===== config.mk =====
export PLATFORM = sky130hd
export DESIGN_NAME = kct_cell
export DESIGN_NICKNAME = d
export VERILOG_FILES = /design/src/hw/rtl/assert_macros.svh /design/src/hw/rtl/kct_pkg.sv /design/src/hw/rtl/kct_cell.sv
export SDC_FILE = /design/constraint.sdc
export NUM_CORES = 1
export LEC_CHECK = 0
export BUFFER_PORTS_ARGS = -buffer_cell sky130_fd_sc_hd__buf_2
export CORE_ASPECT_RATIO = 0.6
export CORE_UTILIZATION = 41
export CTS_CLUSTER_SIZE = 14
export DETAILED_ROUTE_END_ITERATION = 10
export PLACE_DENSITY_LB_ADDON = 0.1
export SYNTH_ARGS = -nofsm -noshare
export SYNTH_HDL_FRONTEND = slang
export SYNTH_SLANG_ARGS = --single-unit

===== constraint.sdc =====
create_clock -name clock -period 1.8 [get_ports clock]
set_input_delay 0.27 -clock clock [delete_from_list [all_inputs] [get_ports clock]]
set_output_delay 0.27 -clock clock [all_outputs]
set_load 0.03 [all_outputs]

===== src/hw/rtl/assert_macros.svh =====
// Assertion macros used by the top level of the keyed counter table.
`ifndef ASSERT_MACROS_SVH
`define ASSERT_MACROS_SVH

`ifndef SYNTH
// Property must hold at every clock edge outside reset.
`define KCT_ASSERT(label, clk, rst, prop) \
   label: assert property (@(posedge clk) disable iff (rst) (prop)) \
      else $error("kct assertion failed");
// Condition must never be seen at a clock edge outside reset.
`define KCT_NEVER(label, clk, rst, cond) \
   label: assert property (@(posedge clk) disable iff (rst) !(cond)) \
      else $error("kct forbidden condition seen");
`else
`define KCT_ASSERT(label, clk, rst, prop)
`define KCT_NEVER(label, clk, rst, cond)
`endif

`endif


===== src/hw/rtl/kct_pkg.sv =====
// Types and constants shared by the keyed counter table modules.
`timescale 1ns / 1ps

package kct_pkg;

   localparam int KCT_ENTRIES   = 64;
   localparam int KEY_WIDTH     = 16;
   localparam int COUNT_WIDTH   = 32;

   typedef enum logic [1:0] {
      ACT_ADD   = 2'd0,
      ACT_COST  = 2'd1,
      ACT_SET   = 2'd2,
      ACT_QUERY = 2'd3
   } action_type;

   typedef enum logic [1:0] {
      ST_OK      = 2'd0,
      ST_MISSING = 2'd1,
      ST_FULL    = 2'd2
   } status_type;

   typedef struct packed {
      action_type             action;
      logic [KEY_WIDTH-1:0]   item_key;
      logic [COUNT_WIDTH-1:0] amount;
   } kct_req_type;

   typedef struct packed {
      status_type             status;
      logic [COUNT_WIDTH-1:0] count_now;
      logic                   enough;
      logic                   changed;
   } kct_rsp_type;

   // Per-cell write controls; at most one is set in a cycle.
   typedef struct packed {
      logic wr_count;
      logic take_next;
      logic load_new;
   } cell_ctl_type;

endpackage


===== src/hw/rtl/kct_cell.sv =====
// One table cell: holds a key and its count, compares against the request key.
`timescale 1ns / 1ps

module kct_cell
   import kct_pkg::*;
(
   input  logic                   clock,
   input  cell_ctl_type           ctl,
   input  logic                   live,
   input  logic [KEY_WIDTH-1:0]   req_key,
   input  logic [KEY_WIDTH-1:0]   new_key,
   input  logic [COUNT_WIDTH-1:0] new_count,
   input  logic [KEY_WIDTH-1:0]   next_key,
   input  logic [COUNT_WIDTH-1:0] next_count,
   output logic [KEY_WIDTH-1:0]   key,
   output logic [COUNT_WIDTH-1:0] count,
   output logic                   match
);

   logic [KEY_WIDTH-1:0]   key_ff;
   logic [COUNT_WIDTH-1:0] count_ff;

   // A removal shifts the neighbor's entry in, compacting the live region.
   always_ff @(posedge clock) begin
      if (ctl.load_new) begin
         key_ff   <= new_key;
         count_ff <= new_count;
      end else if (ctl.take_next) begin
         key_ff   <= next_key;
         count_ff <= next_count;
      end else if (ctl.wr_count) begin
         count_ff <= new_count;
      end
   end

   assign key   = key_ff;
   assign count = count_ff;
   assign match = live && (key_ff == req_key);

endmodule


# Yosys cells after proc, flatten, opt, wreduce, memory -nomap -nowiden

Index checks and enable logic that the tools add are counted.

Word-level logic and storage cells: 11
Register bits: 48
Output and inout bits: 49

Multiplexer cells: 5
Equality and inequality tests: 1
Reduce and logical (&&, ||, !) cells: 3

Operators with widths:

| operator             | count |
|---|---|
| two-way mux 32 bit   | 3 |
| two-way mux 16 bit   | 2 |
| equality test 16 bit | 1 |
| nonzero test 3 bit   | 1 |
| nonzero test 2 bit   | 1 |
| logical AND 1 bit    | 1 |

# Depth between registers and ports, before layout

Gate-level depths: netlist of the first run.

Depth in word-level cells: 3
Gate-level depth with buffers: 5

# Worst setup path before layout of the first run

No wires, ideal clock.

Kind: reg2out
From: register key_ff[12] (netlist: key[12])
To: output port match
Data arrival time: 1,736 ps
Setup slack: -206 ps
Data required time: 1,530 ps
Cell stages (with the launch flop): 5
Buffers on the path: 0
Path through: edfxtp_1 xor2_1 nor4_1 nand4_1 nor4_2

Longest elaborated chain between the ends: 2

RTL lines:

| what                     | line           | text |
|---|---|---|
| start: declaration       | kct_cell.sv:20 | `logic [KEY_WIDTH-1:0] key_ff;` |
| start signal: assignment | kct_cell.sv:26 | `key_ff <= new_key;` |
| start signal: assignment | kct_cell.sv:29 | `key_ff <= next_key;` |
| equality test 16 bit     | kct_cell.sv:38 | `assign match = live && (key_ff == req_key);` |
| logical AND 1 bit        | kct_cell.sv:38 |  |
| end: declaration         | kct_cell.sv:17 | `output logic match` |

Every way passes these cells.

# Worst setup path after layout of the first run

From: register key_ff[10] (netlist: key[10])
To: output port match

The elaborated chain is that of the path after synthesis.

==> results of run 1 <==
cell usage after synthesis:
library cell   n  area [sq um]
buf_2          1          5.00
buf_6          5          56.3
edfxtp_1      48          1440
mux2_2        38           428
mux2_4        10           150
nand2_1        1          3.75
nand4_1        3          18.8
nor2b_2        1          8.76
nor4_1         1          6.26
nor4_2         1          12.5
or2_2          1          6.26
or3_1          1          6.26
xnor2_1       12           105
xor2_1         4          35.0
timing repair:
action | in CTS | in global routing
setup endpoints to repair | 1 | 1
gates resized for setup | 1 | 1
pin swaps | 2 | 1
kinds of logic (layout without fill, tap and decap cells):
group                     after synthesis  after routing  share of synthesized area [%]
buffers and inverters                   6            176                           2.68
DFF                                    48             48                           63.1
xor gates and xnor gates               16             16                           6.14
muxes                                  48             48                           25.3
and+or+nand+nor                         9              9                           2.74
metrics by stage:
step,power (W),instances,cell area (sq um)
after CTS,0.00291,363,3290
after detailed placement,0.00214,355,3180
after global routing,0.00299,363,3290
after global placement,0.00214,355,3180
final,0.00287,363,3290
after floorplan,0.00188,127,2290
final cells by class:
| class | instances | share of cell area [%] |
|---|---|---|
| clock buffer | 6 | 2.20 |
| clock inverter | 2 | 1.06 |
| multi-input combinational | 73 | 24.1 |
| sequential | 48 | 43.8 |
| tap | 66 | 2.51 |
| timing repair buffer | 168 | 26.3 |
state kept, by name, indices dropped and copies added (netlist names):
register / count
count: 32
key: 16
where the power goes:
group,internal [W],switching [W]
clock network,0.000412,0.000347
registers,0.00137,0.0000419
logic,0.000295,0.000405
worst max-delay path: stages, from the launching register on:
cell	delay, ns
edfxtp_1	0.40
xor2_1	0.16
nor4_1	0.27
nand4_1	0.20
nor4_4	0.19
buf_6	0.16
cell usage in the layout, fill, tap and decap left out, types with 2 or more instances in the layout:
cell | Yosys | final
buf_4 | 0 | 2
buf_2 | 1 | 164
nand4_1 | 3 | 3
clkbuf_8 | 0 | 5
edfxtp_1 | 48 | 48
xor2_1 | 4 | 4
mux2_4 | 10 | 10
mux2_2 | 38 | 38
xnor2_1 | 12 | 12
routing by layer:
metal	global-route usage, %	share of wire, %	up-vias
li1	-	-	823
met1	20.2	42	721
met2	26.3	46	85
met3	6.67	11	7
met4	7.04	1.4	0
met5	0	0	-
final timing paths:
check     startpoint  endpoint  slack, ns  cells after the start
min    next_count[1]  count[1]       0.26                      2
max          key[10]     match      -0.15                      5
==> metrics.md, run 1 <==
| Metric | Value |
|---|---|
| PortBufs | `165` |
| Worst Max-Slew Pin Slew | `0.408 ns` |
| Antenna Violating Nets Remaining | `0` |
| Mapped Area | `0.00228 sq mm` |
| Setup TNS | `-0.154 ns` |
| Synth Instances | `127` |
| Post-CTS Setup Bufs | `0` |
| Cell leakage power | `1.51 nW` |
| Fin. Hold Viols | `0` |
| DIE WIDTH | `98.3 um` |
| Die height | `59.8 um` |
| Final Max Tran Viols | `0` |
| WL per Instance | `13.1 um` |
| Number of global-route vias before repair | `1548` |
| DRT Pass-1 Iters | `7` |
| Final min period | `1.95 ns` |
| Synthesized area per cell | `18.0 sq um` |
| IO Count | `166` |
| Syn_nets | `244` |
| Pre-CTS setup slack | `0.108 ns` |
| Hpwl dp | `3800 um` |
| Starting Density | `43.9%` |
| CTS clk-pin slew, worst paths | `0.09 ns` |
| Vias/cell | `4.51` |
| Layout cells sized above 1 | `76.1%` |
| VDD IR max | `0.413 mV` |
| Area grow syn2layout | `44.2%` |
| Worst hold slack | `0.262 ns` |
| # fillers | `438` |
| Footprint of the multi-input gates | `795 sq um` |
| Total grt overflow | `0` |
| YS warnings | `0` |
| # clock sinks | `48` |
| Critical path type | `reg2out` |
| Routed via count | `1636` |
| Worst min path class | `in2reg` |
| Peak Freq | `0.512 GHz` |
| Starting DRT DRC Count | `21` |
| RSZ-0062 raised after global routing | `true` |
| Global-route wire length before repair | `7180 um` |
| Hold Buf Count CTS | `0` |
| Crit end category | `output port` |
| Final setup margin | `-0.154 ns` |
| Register area share after synthesis | `63.1%` |
| CTS Buf Count | `5` |
| Antenna violations before repair | `0` |
| Final setup fails | `1` |
| Largest net degree at the start of global routing | `33` |
| CP Max Fanout | `2` |
| Outcome | `complete, but fails checks` |
| CP required | `1.53 ns` |
| Worst slew margin | `72.8%` |
| Post-Route Utilization | `63.3%` |
| DRT Wirelength | `4770 um` |
| Clock Tree Root | `clkbuf_8` |
| DR DRC count | `10` |
| Die area | `0.00588 sq mm` |
| Gpl congestion | `0.751` |
| Failing checks | `design-rule violations, negative setup slack` |
| Period utilisation layout | `109%` |
| Row count | `20` |
| Setup crit start kind | `flip-flop` |
| FF+latch count, synth | `48` |
| Core area | `0.00520 sq mm` |
| Nets@finish | `413` |
| Max-cap violations | `0` |
| Yosys cell types | `14` |
| Register area | `0.00144 sq mm` |
| Diode count | `0` |
| WP data arrival | `1.68 ns` |
| Cell area power density | `871 mW/mm^2` |
| GRT Util Overall | `16.5%` |
| H-tree levels | `2` |
| CTS tree | `done` |
| CTS max path bufs | `2` |
Power figures use the tool's default switching activity.
==> run 2, diff against run 1 <==
Settings changed: CORE_ASPECT_RATIO 0.6 to 1.25.
==> run 2 against run 1 <==
  * The flow finishes with violations (negative setup slack)
  * Power up 0.32%
  * Cell count is 0.28% lower
  * Via count up 3.4%
  * Flip-flop and latch count unchanged
  * Critical path depth did not move
  * Fmax decreased by 2.1%
  * Final area grew 0.15%
  * First-iteration DRC count rose by 130%
  * Wire length grew 7.5%
==> metrics.md, run 2 (synthesis gave the netlist of run 1 again) <==
| Metric | Value |
|---|---|
| Setup crit start kind | `flip-flop (unchanged)` |
| Failing checks | `negative setup slack (was design-rule violations, negative setup slack)` |
| Largest register FFs | `32 (unchanged)` |
| Setup TNS | `-0.196 ns (was -0.154 ns)` |
| Worst Max-Slew Pin Slew | `0.414 ns (was 0.408 ns)` |
| Fin. Hold Viols | `0 (unchanged)` |
| Gpl congestion | `0.701 (was 0.751)` |
| Starting Density | `42.2% (was 43.9%)` |
| Buf/Inv on CP | `1 (unchanged)` |
| Routed via count | `1692 (was 1636)` |
| Total grt overflow | `0 (unchanged)` |
| Layout cells sized above 1 | `76.2% (was 76.1%)` |
| M3 GR Usage | `6.05% (was 6.67%)` |
| WL per Instance | `14.2 um (was 13.1 um)` |
| Critical path type | `reg2out (unchanged)` |
| Met1 GRT Util | `16.7% (was 20.2%)` |
| Nets@finish | `414 (was 413)` |
| Area grow syn2layout | `44.4% (was 44.2%)` |
| Diode count | `0 (unchanged)` |
| CTS Buf Count | `5 (unchanged)` |
| CTS clk-pin slew, worst paths | `0.09 ns (about the same)` |
| Hold Buf Count CTS | `0 (unchanged)` |
| Cells after DPL | `353 (was 355)` |
| PortBufs | `165 (unchanged)` |
| Crit end category | `output port (unchanged)` |
| CTS tree | `done (unchanged)` |
| RSZ-0062 raised after global routing | `true (unchanged)` |
| Max-cap violations | `0 (unchanged)` |
| GR Layer Usage met2 | `34.4% (was 26.3%)` |
| DRT Wirelength | `5130 um (was 4770 um)` |
| Final Instance Count excl. Fillers | `362 (was 363)` |
| Die area | `0.00587 sq mm (was 0.00588 sq mm)` |
| Vias/cell | `4.67 (was 4.51)` |
| Peak Freq | `0.501 GHz (was 0.512 GHz)` |
| Global-route wire length before repair | `7630 um (was 7180 um)` |
| Period utilisation layout | `111% (was 109%)` |
| # clock sinks | `48 (unchanged)` |
| IO Count | `166 (unchanged)` |
| Critical Path, Cell by Cell | `xor2_1, nor4_1, nand4_1, nor4_4, buf_6 (unchanged)` |
| Core area | `0.00541 sq mm (was 0.00520 sq mm)` |
| DRT Pass-1 Iters | `4 (was 7)` |
| Number of global-route vias before repair | `1731 (was 1548)` |
| Grt peak-use layer | `met2 (unchanged)` |
| Cell leakage power | `1.51 nW (about the same)` |
| DR DRC count | `0 (was 10)` |
| Pre-CTS setup slack | `0.0676 ns (was 0.108 ns)` |
| Clock Tree Root | `clkbuf_8 (unchanged)` |
| CTS max path bufs | `2 (unchanged)` |
| Final setup fails | `1 (unchanged)` |
| Worst hold slack | `0.264 ns (was 0.262 ns)` |
| Overall Power | `0.00288 W (was 0.00287 W)` |
| Largest net degree at the start of global routing | `33 (unchanged)` |
| WP data arrival | `1.73 ns (was 1.68 ns)` |
| Final min period | `2.00 ns (was 1.95 ns)` |
| Cell area power density | `873 mW/mm^2 (was 871 mW/mm^2)` |
| Antenna violations before repair | `0 (unchanged)` |
| Starting DRT DRC Count | `49 (was 21)` |
| Family with the most delay on the worst path | `simple AND/OR/NAND/NOR gates (unchanged)` |
| Worst slew margin | `72.4% (was 72.8%)` |
| Final setup margin | `-0.196 ns (was -0.154 ns)` |
| Final Max Tran Viols | `0 (unchanged)` |
| Slowest cell on the critical path | `edfxtp_1 (unchanged)` |
| CP required | `1.53 ns (about the same)` |
| Delay of the slowest critical-path stage | `0.42 ns (was 0.40 ns)` |
| Outcome | `complete, but fails checks (unchanged)` |
| Worst min path class | `in2reg (unchanged)` |
| VDD IR max | `0.494 mV (was 0.413 mV)` |
| GRT Util Overall | `18.1% (was 16.5%)` |
| CP Max Fanout | `2 (unchanged)` |
| Most frequent cells in the layout | `buf_2, edfxtp_1, mux2_2 (unchanged)` |
| Antenna Violating Nets Remaining | `0 (unchanged)` |
| Die height | `85.4 um (was 59.8 um)` |
| # fillers | `444 (was 438)` |
| Commonest non-fill, non-tap cell in the layout | `buf_2 (unchanged)` |
| DIE WIDTH | `68.8 um (was 98.3 um)` |
| H-tree levels | `2 (unchanged)` |
| Row count | `30 (was 20)` |
==> run 2: worst paths after layout <==
kind / depth (start not counted) / to / slack, ns / startpoint
worst max-delay path: 5 / match / -0.20 / key[1]
worst min-delay path: 2 / count[4] / 0.26 / next_count[4]
==> run 2: layer usage <==
metal | wire (um) | vias to the layer above
met5 | 0 | -
met4 | 118 | 0
met3 | 506 | 10
met2 | 2810 | 96
met1 | 1700 | 765
li1 | - | 821
==> run 2: area by class of cell <==
class | count | area, sq um | area share, %
repair buffers | 169 | 875 | 26.5
well taps | 64 | 80.1 | 2.43
multi-input cells | 73 | 795 | 24.1
flip-flops and latches | 48 | 1440 | 43.7
clock buffers | 6 | 72.6 | 2.20
clock inverters | 2 | 35.0 | 1.06
==> run 2: power breakdown <==
part           switching [W]  internal [W]  total (W)  leakage, nW
combinational       0.000406      0.000298   0.000705        0.961
sequential         0.0000440       0.00137    0.00141        0.495
clock               0.000349      0.000412   0.000761       0.0552
total               0.000799       0.00208    0.00288         1.51
==> run 2: repair_timing <==
item | 4_1_cts | 5_1_grt
pin swaps | 2 | 2
gates resized for setup | 1 | 1
endpoints found under the setup margin | 1 | 1
buffers inserted | 1 | 0
==> run 2: stage by stage <==
step / instance area, sq um / util (%)
global route: 3300 / 61.0
global placement: 3180 / 58.8
floorplan: 2290 / -
detailed placement: 3180 / 58.8
finish: 3300 / 61.0
CTS: 3290 / 60.9
